<file path="config.mk">
export PLATFORM = sky130hd
export DESIGN_NAME = swb_ctrl
export DESIGN_NICKNAME = d
export VERILOG_FILES = /design/src/sv/swb_pkg.sv /design/src/sv/swb_ctrl.sv
export SDC_FILE = /design/constraint.sdc
export NUM_CORES = 1
export LEC_CHECK = 0
export BUFFER_PORTS_ARGS = -buffer_cell sky130_fd_sc_hd__buf_2
export CORE_AREA = 2 2 47 49
export DETAILED_ROUTE_END_ITERATION = 10
export DIE_AREA = 0 0 49 51
export GPL_ROUTABILITY_DRIVEN = 0
export PLACE_DENSITY = 0.72
export SLEW_MARGIN = 15
export SYNTH_ARGS = -nofsm -noshare
export SYNTH_HDL_FRONTEND = slang
export SYNTH_SLANG_ARGS = --single-unit
</file>
<file path="constraint.sdc">
create_clock -name clk -period 1.9 [get_ports clk]
set_input_delay 0 -clock clk [delete_from_list [all_inputs] [get_ports clk]]
set_output_delay 0 -clock clk [all_outputs]
set_load 0.02 [all_outputs]
</file>
<file path="src/sv/swb_pkg.sv">
// ----------------------------------------------------------------------------
// swb_pkg
// Shared types and codes for the signed word ALU: opcodes, error codes,
// controller states and the command and status bundles.
// ----------------------------------------------------------------------------
`default_nettype none

package swb_pkg;

	// Default word width of the arithmetic.
	localparam int unsigned WORD_BITS_DEF = 64;

	// Fixed port widths.
	localparam int unsigned OP_W   = 5;
	localparam int unsigned DATA_W = 64;
	localparam int unsigned ERR_W  = 3;
	localparam int unsigned S_TDATA_W = 136;
	localparam int unsigned M_TDATA_W = 72;

	// Operation codes.
	typedef enum logic [OP_W-1:0] {
		OP_ADD = 5'd0,
		OP_SUB = 5'd1,
		OP_MUL = 5'd2,
		OP_DIV = 5'd3,
		OP_MOD = 5'd4,
		OP_POW = 5'd5,
		OP_SHL = 5'd6,
		OP_SHR = 5'd7,
		OP_LT  = 5'd8,
		OP_LE  = 5'd9,
		OP_GT  = 5'd10,
		OP_GE  = 5'd11,
		OP_EQ  = 5'd12,
		OP_NE  = 5'd13,
		OP_AND = 5'd14,
		OP_XOR = 5'd15,
		OP_OR  = 5'd16
	} op_t;

	// Error codes.
	typedef enum logic [ERR_W-1:0] {
		ERR_NONE     = 3'd0,
		ERR_DIV_ZERO = 3'd1,
		ERR_MOD_ZERO = 3'd2,
		ERR_NEG_EXP  = 3'd3,
		ERR_BAD_OP   = 3'd4
	} err_t;

	// Controller states.
	typedef enum logic [3:0] {
		S_IDLE,
		S_DECODE,
		S_DIV,
		S_SHIFT,
		S_MUL,
		S_POW_CHK,
		S_POW_MUL,
		S_POW_SQ,
		S_DONE
	} state_t;

	// Multiplier operand pairs.
	typedef enum logic [1:0] {
		MS_AB,
		MS_ACC_BASE,
		MS_BASE_BASE
	} mul_src_t;

	// Multiplier destinations.
	typedef enum logic {
		MD_ACC,
		MD_BASE
	} mul_dst_t;

	// Commands from the controller to the datapath.
	typedef struct packed {
		logic     load;
		logic     div_init;
		logic     div_step;
		logic     cnt_step;
		logic     mul_en;
		logic [1:0] mul_phase;
		mul_src_t mul_src;
		mul_dst_t mul_dst;
		logic     pow_init;
		logic     exp_shift;
		logic     finish;
	} cmd_t;

	// Status from the datapath to the controller.
	typedef struct packed {
		logic [OP_W-1:0] op;
		logic            b_zero;
		logic            b_neg;
		logic            exp_zero;
		logic            exp_lsb;
		logic            out_full;
	} stat_t;

endpackage

`default_nettype wire

</file>
<file path="src/sv/swb_ctrl.sv">
// ----------------------------------------------------------------------------
// swb_ctrl
// Controller: sequences decode, divider iterations, shift count reduction,
// multiplier phases and square-and-multiply steps, and hands the result to
// the output register.
// ----------------------------------------------------------------------------
`default_nettype none

module swb_ctrl import swb_pkg::*; (
	input  wire logic  clk,
	input  wire logic  arst_n,
	input  wire logic  in_valid,
	output logic       in_ready,
	input  wire stat_t stat,
	output cmd_t       cmd
);

	localparam int unsigned STEP_W = $clog2(DATA_W);
	localparam logic [STEP_W-1:0] LAST_STEP = STEP_W'(DATA_W - 1);
	localparam logic [STEP_W-1:0] SH_LAST   = STEP_W'(DATA_W / 8 - 1);

	state_t state_q, state_d;
	logic [STEP_W-1:0] step_q;
	logic [1:0]        ph_q;
	logic              mul_state;

	assign mul_state = (state_q == S_MUL) || (state_q == S_POW_MUL) || (state_q == S_POW_SQ);

	// State and counters.
	always_ff @(posedge clk or negedge arst_n) begin
		if (!arst_n) begin
			state_q <= S_IDLE;
			step_q  <= '0;
			ph_q    <= '0;
		end else begin
			state_q <= state_d;
			step_q  <= (state_q == S_DIV || state_q == S_SHIFT) ? step_q + 1'b1 : '0;
			ph_q    <= mul_state ? ph_q + 1'b1 : 2'd0;
		end
	end

	// Next state.
	always_comb begin
		state_d = state_q;
		case (state_q)
			S_IDLE: if (in_valid) state_d = S_DECODE;
			S_DECODE: begin
				case (stat.op)
					OP_DIV, OP_MOD: state_d = stat.b_zero ? S_DONE : S_DIV;
					OP_SHL, OP_SHR: state_d = S_SHIFT;
					OP_MUL:         state_d = S_MUL;
					OP_POW:         state_d = stat.b_neg ? S_DONE : S_POW_CHK;
					default:        state_d = S_DONE;
				endcase
			end
			S_DIV:     if (step_q == LAST_STEP) state_d = S_DONE;
			S_SHIFT:   if (step_q == SH_LAST) state_d = S_DONE;
			S_MUL:     if (ph_q == 2'd3) state_d = S_DONE;
			S_POW_CHK: begin
				if (stat.exp_zero)     state_d = S_DONE;
				else if (stat.exp_lsb) state_d = S_POW_MUL;
				else                   state_d = S_POW_SQ;
			end
			S_POW_MUL: if (ph_q == 2'd3) state_d = S_POW_SQ;
			S_POW_SQ:  if (ph_q == 2'd3) state_d = S_POW_CHK;
			S_DONE:    if (!stat.out_full) state_d = S_IDLE;
			default:   state_d = S_IDLE;
		endcase
	end

	// Command outputs.
	always_comb begin
		cmd           = '0;
		cmd.mul_src   = MS_AB;
		cmd.mul_dst   = MD_ACC;
		cmd.mul_phase = ph_q;
		in_ready      = 1'b0;
		case (state_q)
			S_IDLE: begin
				in_ready = 1'b1;
				cmd.load = in_valid;
			end
			S_DECODE: begin
				cmd.div_init = 1'b1;
				cmd.pow_init = 1'b1;
			end
			S_DIV: cmd.div_step = 1'b1;
			S_SHIFT: cmd.cnt_step = 1'b1;
			S_MUL: cmd.mul_en = 1'b1;
			S_POW_MUL: begin
				cmd.mul_en  = 1'b1;
				cmd.mul_src = MS_ACC_BASE;
			end
			S_POW_SQ: begin
				cmd.mul_en    = 1'b1;
				cmd.mul_src   = MS_BASE_BASE;
				cmd.mul_dst   = MD_BASE;
				cmd.exp_shift = (ph_q == 2'd3);
			end
			S_DONE: cmd.finish = !stat.out_full;
			default: ;
		endcase
	end

	// The divider always runs the full word of steps.
	a_div_len: assert property (@(posedge clk) disable iff (!arst_n)
		(state_q == S_DIV && step_q == LAST_STEP) |=> state_q == S_DONE)
		else $error("divider did not finish after a full word of steps");

	// The multiplier phase only advances inside a multiply state.
	a_ph_idle: assert property (@(posedge clk) disable iff (!arst_n)
		(ph_q != 2'd0) |-> mul_state)
		else $error("multiplier phase active outside a multiply state");

	// A result is handed over only when the output register is free.
	a_fin_free: assert property (@(posedge clk) disable iff (!arst_n)
		cmd.finish |-> !stat.out_full)
		else $error("result written over a pending output");

endmodule

`default_nettype wire

</file>
==> results of run 1 <==
## routing by layer
metal,part of all wire [%],vias to the layer above,global-route usage [%]
met3,3.0,4,2.34
met1,45,396,18.0
li1,-,423,-
met5,0,-,0
met2,49,26,26.5
met4,2.7,0,13.8
## flip-flops by register name (all words and copies together) (netlist names)
name,flops
step_q,6
state_q,4
ph_q,2
## synth_stat cells, drive strengths merged (2+ instances only)
library cell	n	area, sq um
nand3	4	25.0
inv	5	18.8
a22o	2	17.5
o211ai	2	20.0
or3	2	12.5
nor2	14	55.1
o21ai	5	25.0
dfrtp	12	300
ha	2	25.0
nor2b	4	25.0
and3	5	31.3
buf	6	41.3
a21oi	4	20.0
and2	2	12.5
nor3	4	25.0
nor4b	2	17.5
nand2	8	30.0
nand2b	3	26.3
xor2	2	17.5
## worst min-delay path, stage by stage
cell,delay (ps)
buf_2,90
nand2_1,80
o21ai_1,90
## power groups by stage
stage | registers, uW | logic (uW) | clock network (uW)
floorplan | 315 | 386 | 0
global placement | 365 | 440 | 0
detailed placement | 367 | 445 | 0
CTS | 362 | 447 | 161
global route | 375 | 490 | 172
finish | 363 | 443 | 151
## stage by stage
step                      hold slack [ps]  util (%)  power (uW)  std cells
final                                35.4      50.5         957        158
after global routing                 46.3      50.5        1040        158
after CTS                            31.6      50.5         971        158
after detailed placement             -113      48.9         811        154
after global placement               -115      48.9         805        154
after floorplan                      -296         -         701        104
## final timing paths
path | startpoint | end | slack (ps) | cells past startpoint
worst max-delay path | state_q[2] | cmd[1] | 210 | 5
worst min-delay path | stat[0] | state_q[3] | 40 | 3
worst max register to register | state_q[0] | state_q[0] | 390 | 5
worst min register to register | ph_q[0] | ph_q[0] | 460 | 1
max in group asynchronous | arst_n | state_q[1] | 1560 | 2
min in group asynchronous | arst_n | ph_q[0] | 130 | 2
## kinds of logic after synthesis
family,Yosys count
AOI/OAI and AO/OA,24
xor gates and xnor gates,3
adders and majority gates,2
buffers and inverters,11
DFF,12
and+or+nand+nor,52
## layout make-up
type	instances	area, sq um
Tap cell	28	35.0
Timing Repair Buffer	29	155
Fill cell	213	1020
Multi-Input combinational cell	81	510
Sequential cell	12	300
Inverter	5	18.8
Clock buffer	3	22.5
==> summary.md, run 1 <==
| Metric | Value |
|---|---|
| Area grow syn2layout | 19.7% |
| Seq cells post-synth | 12 |
| Ant diodes | 0 |
| Via count | about 850 |
| # Post-CTS Setup Buffers | 0 |
| GRT Util Overall | approximately 16% |
| Layout Skew | between 0.7 and 0.8 ps |
| P_int | around 550 uW |
| Setup WS post-layout | between 200 and 250 ps |
| TNS Setup | 0 ps |
| CP Cell Sequence | inv_2, nor2_1, and3_1, and2_1, buf_2 |
| Final hold vios | 0 |
| # IOs | 27 |
| Final net count | approximately 150 |
| # setup viols final | 0 |
| Root Driver | clkbuf_4 |
| Crit path largest cell delay | 620 ps |
| Die Span Y | between 50 and 60 um |
| Die area | approximately 2500 sq um |
| Final Critical Period | between 1500 and 2000 ps |
| RSZ-0062 raised after global routing | false |
| Outcome | finished, final reports clean |
| Primary FF master, synth | dfrtp_1 |
| Crit-path slowest cell | dfrtp_1 |
| Largest family of logic cells by synthesized area | simple AND/OR/NAND/NOR gates |
| Max rail drop VDD | approximately 0.59 mV |
| Cell Rows | 17 |
| Tightest Pin Transition | approximately 450 ps |
| Ys async rst share | between 90% and 100% |
| CP bufs+invs | 2 |
| Largest net degree at the start of global routing | 15 |
| Vias/cell | 5.37 |
| NetSw | approximately 410 uW |
| Drt first pass iters | 5 |
| Simple-gate share of the synthesized area | around a third |
| Wirelength per Cell | around 12 um |
| CTS Sinks | 12 |
| Pwr dens | 919 nW/um^2 |
| Initial Util | between 40 and 50% |
| PostCTS Resize Cnt | 0 |
| CP Capture Type | output pin |
| Adder-cell share of the synthesized area | between 2 and 3% |
| Fmax | between 500 and 600 MHz |
| Yosys cell types | 44 |
| Sequential power share | around 38% |
| Max Buffers Root-to-Sink | 2 |
| DRC violations left | 0 |
| Clk_lat worst skew | between 200 and 300 ps |
| Vias in the first global route | approximately 750 |
| Worst path required time | between 1500 and 2000 ps |
| CP top delay family | flip-flops |
| Placeable core area | around 2100 sq um |
| HPWL after DPL | between 1 and 1.5 mm |
| CP arrival | roughly 1700 ps |
| Post-synthesis instance total | around 100 |
| Hold Crit Class | input pin to flop |
| Setup WS pre-CTS | between 400 and 500 ps |
| Mux share of post-synthesis cell area | 0% |
| Die X-Extent | approximately 49 um |
| Total Wirelength | 1.85 mm |
| DP Area | approximately 1000 sq um |
| Post-DRT Antenna Nets | 0 |
| Post-Syn Area | 871 sq um |
| GRT overflow | 0 |
| Sw Ratio | around 43% |
| CTS H-tree lvls | 1 |
| Critical Path Fanout Max | 14 |
| Fin area | between 1000 and 1500 sq um |
| Commonest non-fill, non-tap cells in the layout | buf_2 (26), nor2_1 (13), dfrtp_1 (12) |
| Drt initial violations | 17 |
| Global-route wire length before repair | 3.00 mm |
| Leakage | around 0.00054 uW |
| Startpoint Class | flop |
| CTS clock-pin slew for the worst setup and hold paths | 70 ps |
| Worst rel slew slack | 70.3% |
| Sequential area share after synthesis | 34.5% |
| Syn nets | around 120 |
| Clock Power Share | ~16% |
| Synth Area in Compound Gates | between 15 and 20% |
| Max-cap violations | 0 |
| Avg Inst Size Synth | 8.37 sq um |
| Syn. warnings | 0 |
| Power share of the combinational group | 46.3% |
| Slew Limit Fails | 0 |
| Share of cells above drive strength 1 | between 20 and 30% |
| Num CTS Buffers | 3 |
| Post-Synth XOR/XNOR Area | just over 3% |
| Worst Setup Path Type | flop to output pin |
| Port buffer count | 26 |
| Initial antenna violation count | 0 |
| Post-synth EDFFs | 0 |
| CTS tree | done |
| Hold_buf cts | 1 |
| Final Cycle Share | 89.0% |
| Commonest non-fill, non-tap cell in the layout | buf_2 |
No activity file was read; power rests on OpenSTA's default activity.
==> run 2, diff against run 1 <==
Settings changed: PLACE_DENSITY 0.72 to 0.7.
==> summary.md, run 2 (same netlist as run 1, synthesis figures left out) <==
| Metric | Value |
|---|---|
| Final net count | about 150 |
| Cell Rows | 17 |
| Global-route wire length before repair | roughly 3.2 mm |
| Via count | between 800 and 900 |
| Final Critical Period | approximately 1700 ps |
| CTS clock-pin slew for the worst setup and hold paths | 70 ps |
| Pwr dens | about 950 nW/um^2 |
| Worst rel slew slack | about 68% |
| Crit path to | cmd[1] |
| Crit-path slowest cell | dfrtp_1 |
| Largest net degree at the start of global routing | 17 |
| # setup viols final | 0 |
| Max-cap violations | 0 |
| CTS H-tree lvls | 1 |
| Worst path required time | approximately 1900 ps |
| Placeable core area | between 2000 and 2500 sq um |
| Final Cycle Share | around 90% |
| Drt first pass iters | 4 |
| Outcome | finished, final reports clean |
| CP arrival | about 1700 ps |
| DRC violations left | 0 |
| Wirelength per Cell | ~13 um |
| Total Wirelength | approximately 2 mm |
| Commonest non-fill, non-tap cells in the layout | buf_2 (26), nor2_1 (13), dfrtp_1 (12) |
| Tightest Pin Transition | 487 ps |
| CP Capture Type | output pin |
| R2R depth | 5 |
| Drt initial violations | 21 |
| Die area | roughly 2500 sq um |
| RSZ-0062 raised after global routing | false |
| Max rail drop VDD | 0.513 mV |
| CP Cell Sequence | inv_2, nor2_1, and3_1, and2_1, buf_2 |
| GRT overflow | 0 |
| Max Buffers Root-to-Sink | 2 |
| PostCTS Resize Cnt | 0 |
| Post-DRT Antenna Nets | 0 |
| Slew Limit Fails | 0 |
| Commonest non-fill, non-tap cell in the layout | buf_2 |
| Max FFs per register | 6 |
| Area grow syn2layout | 20.4% |
| Vias/cell | 5.58 |
| Num CTS Buffers | 3 |
| Vias in the first global route | 790 |
| Reg-to-Reg Start | state_q[0] |
| Crit path from | state_q[2] |
| Final hold vios | 0 |
| Die Span Y | about 50 um |
| TNS Setup | 0 ps |
| CTS tree | done |
| Root Driver | clkbuf_4 |
| Ant diodes | 0 |
| Fmax | ~600 MHz |
| Layout Skew | roughly 3.4 ps |
| HPWL after DPL | about 1.6 mm |
| Power Total | between 900 and 1000 uW |
| Die X-Extent | 49 um |
| Biggest regs | step_q x6, state_q x4, ph_q x2 |
| Reg2Reg Setup Slack | 300 ps |
| GRT Util Overall | approximately 17% |
| CTS Sinks | 12 |
| Critical Path Fanout Max | 14 |
| Worst Setup Path Type | flop to output pin |
| Leakage | about 0.00054 uW |
| Initial antenna violation count | 0 |
| Initial Util | between 40% and 50% |
| Port buffer count | 26 |
| Share of cells above drive strength 1 | between 20% and 30% |
| # Post-CTS Setup Buffers | 0 |
| # IOs | 27 |
| Worst r2r dst | state_q[0] |
| Crit path largest cell delay | between 600 and 700 ps |
| Largest reg by FF count | step_q |
| Startpoint Class | flop |
| Hold Crit Class | input pin to flop |
| Clk_lat worst skew | between 200 and 300 ps |
==> run 2: cell count changes in the layout (fill, tap and decap cells not counted), sizes merged <==
cell / delta
buf: -1
clkbuf: +1
==> run 2: final cells by class <==
cell class | count | area, sq um
multi-input cells | 81 | 510
repair buffers | 28 | 148
well taps | 28 | 35.0
fillers | 213 | 1010
flip-flops and latches | 12 | 300
clock buffers | 4 | 36.3
inverters | 5 | 18.8
==> run 2: power breakdown <==
| group | leakage (uW) | internal, uW | switching [uW] |
|---|---|---|---|
| Combinational | 0.000356 | 182 | 242 |
| Clock | 0.0000210 | 116 | 79.2 |
| Sequential | 0.000165 | 283 | 91.6 |
==> run 2: how the worst min path moves through the flow <==
stage | startpoint | end | slack (ps) | depth (start not counted)
floorplan | arst_n | ph_q[0] | -300 | 0
global placement | arst_n | step_q[0] | -110 | 1
detailed placement | arst_n | step_q[2] | -110 | 1
CTS | stat[0] | state_q[3] | 60 | 3
global route | stat[0] | state_q[3] | 60 | 3
finish | stat[0] | state_q[3] | 60 | 3
==> run 2: critical path, delay by kind of cell (launching register included) <==
family / cells / cell delay, ps
buffers and inverters: 2 / 230
DFF: 1 / 640
and+or+nand+nor: 3 / 540
==> run 2: per-layer routing <==
layer | track usage, % | vias up | wire length, um
met3 | 1.46 | 4 | 84
li1 | - | 425 | -
met4 | 11.0 | 0 | 21
met1 | 16.5 | 419 | 825
met2 | 32.6 | 34 | 1040
met5 | 0 | - | 0
==> run 2: per-stage QoR <==
stage          cells  area (sq um)  util [%]  worst slack [ps]  hold slack [ps]
2_1_floorplan    104           871         -               180             -296
3_3_place_gp     153          1000      48.6               378             -113
3_5_place_dp     153          1000      48.6               336             -111
4_1_cts          158          1050      50.8               219             63.5
5_1_grt          158          1050      50.8              29.2             58.9
6_report         158          1050      50.8               222             58.5
==> run 2: timing repair <==
item | 4_1_cts | 5_1_grt
hold buffers | 1 | 0
endpoints found under the hold margin | 12 | 0
setup endpoints to repair | 0 | 0
==> run 3, diff against run 2 <==
Settings changed: RECOVER_POWER set to 25.
==> summary.md, run 3 (same netlist as run 1, synthesis figures left out) <==
| Metric | Value |
|---|---|
| # IOs | 27 |
| Storage cell area | ~300 sq um |
| Global-route wire length before repair | 3.19 mm |
| CTS H-tree lvls | 1 |
| # setup viols final | 0 |
| Commonest non-fill, non-tap cells in the layout | buf_2 (25), nor2_1 (13), dfrtp_1 (12) |
| P_int | 581 uW |
| Largest net degree at the start of global routing | 17 |
| Fmax | between 500 and 600 MHz |
| Final net count | 146 |
| Max FFs per register | 6 |
| Vias in the first global route | just under 800 |
| Share of cells above drive strength 1 | approximately 28% |
| Die Span Y | roughly 50 um |
| Worst path required time | between 1500 and 2000 ps |
| Hold_buf cts | 1 |
| Total Wirelength | ~2.0 mm |
| Fillers | about 210 |
| GRT Util Overall | between 10% and 20% |
| Cell Rows | 17 |
| CTS Sinks | 12 |
| Worst Setup Path Type | flop to output pin |
| Drt first pass iters | 4 |
| Clock Power Share | between 10% and 20% |
| Port buffer count | 26 |
| Via count | between 800 and 900 |
| Die X-Extent | roughly 49 um |
| Setup WS post-layout | around 220 ps |
| Largest reg by FF count | step_q |
| Sequential power share | 37.7% |
| Area grow syn2layout | 20.3% |
| Die area | approximately 2500 sq um |
| Hold Crit Class | input pin to flop |
| Root Driver | clkbuf_4 |
| Drt initial violations | 21 |
| CP arrival | around 1700 ps |
| Num CTS Buffers | 3 |
| Placeable core area | between 2000 and 2500 sq um |
| Biggest regs | step_q x6, state_q x4, ph_q x2 |
| Sw Ratio | around 42% |
| Final Cycle Share | approximately nine tenths |
| Commonest non-fill, non-tap cell in the layout | buf_2 |
| Layout Skew | about 3.4 ps |
| Setup WS pre-CTS | approximately 340 ps |
| Leakage | roughly 0.00054 uW |
| PostCTS Resize Cnt | 0 |
| Final hold vios | 0 |
| Ant diodes | 0 |
| Initial Util | a little over two fifths |
| Tightest Pin Transition | around 630 ps |
| GRT overflow | 0 |
| CTS tree | done |
| Max-cap violations | 0 |
| Post-DRT Antenna Nets | 0 |
| # Post-CTS Setup Buffers | 0 |
| Pwr dens | between 900 and 1000 nW/um^2 |
| Multi-input gate area | 510 sq um |
| Startpoint Class | flop |
| CTS clock-pin slew for the worst setup and hold paths | roughly 70 ps |
| Initial antenna violation count | 0 |
| Max Buffers Root-to-Sink | 2 |
| Max rail drop VDD | just over 0.5 mV |
| Critical Path Fanout Max | 14 |
| Worst rel slew slack | 57.8% |
| CP Capture Type | output pin |
| Vias/cell | 5.58 |
| Slew Limit Fails | 0 |
| Outcome | finished, final reports clean |
| HPWL after DPL | about 1.6 mm |
| Power share of the combinational group | around 43% |
| Clk_lat worst skew | about 270 ps |
| TNS Setup | 0 ps |
| NetSw | 412 uW |
| DRC violations left | 0 |
| Final Critical Period | approximately 1700 ps |
| RSZ-0062 raised after global routing | false |
| Wirelength per Cell | approximately 12 um |
## run 3: cell count changes in the layout (fill, tap and decap cells not counted), sizes merged
| cell | before | now |
|---|---|---|
| buf | 27 | 26 |
| clkbuf | 4 | 5 |
## run 3: power groups by stage
stage | clock network (uW) | registers, uW | logic, uW
after floorplan | 0 | 315 | 386
after global placement | 0 | 374 | 415
after detailed placement | 0 | 380 | 422
after CTS | 202 | 374 | 425
after global routing | 216 | 387 | 464
final | 196 | 374 | 424
## run 3: cell type report
| class | instances | share of cell area, % |
|---|---|---|
| tap | 28 | 3.35 |
| timing repair buffer | 28 | 14.0 |
| clock buffer | 4 | 3.46 |
| multi-input combinational | 81 | 48.7 |
| sequential | 12 | 28.7 |
| inverter | 5 | 1.79 |
## run 3: per-stage QoR
step / util (%) / cells / instance area (sq um) / total power (uW) / hold WS (ps)
6_report: 50.8 / 158 / 1050 / 993 / 58.5
5_1_grt: 50.8 / 158 / 1050 / 1070 / 58.9
4_1_cts: 50.8 / 158 / 1050 / 1000 / 63.5
3_3_place_gp: 48.6 / 153 / 1000 / 789 / -113
3_5_place_dp: 48.6 / 153 / 1000 / 801 / -111
2_1_floorplan: - / 104 / 871 / 701 / -296
## run 3: worst paths after layout
| check | startpoint | to | slack [ps] | depth (start not counted) |
|---|---|---|---|---|
| worst max-delay path | state_q[2] | cmd[1] | 220 | 5 |
| max in group asynchronous | arst_n | step_q[4] | 1240 | 2 |
| worst min-delay path | stat[0] | state_q[3] | 60 | 3 |
| min in group asynchronous | arst_n | step_q[2] | 250 | 2 |
| worst max register to register | state_q[0] | state_q[0] | 300 | 5 |
| worst min register to register | step_q[0] | step_q[0] | 460 | 1 |
## run 3: critical path, stage by stage, from the launching register on
cell,delay (ps)
dfrtp_1,640
inv_2,80
nor2_1,230
and3_1,200
and2_1,110
buf_2,150
## run 3: per-layer routing
layer | GRT usage (%) | wire, um
met1 | 16.5 | 823
met5 | 0 | 0
met4 | 11.0 | 21
met2 | 32.6 | 1040
met3 | 1.46 | 84
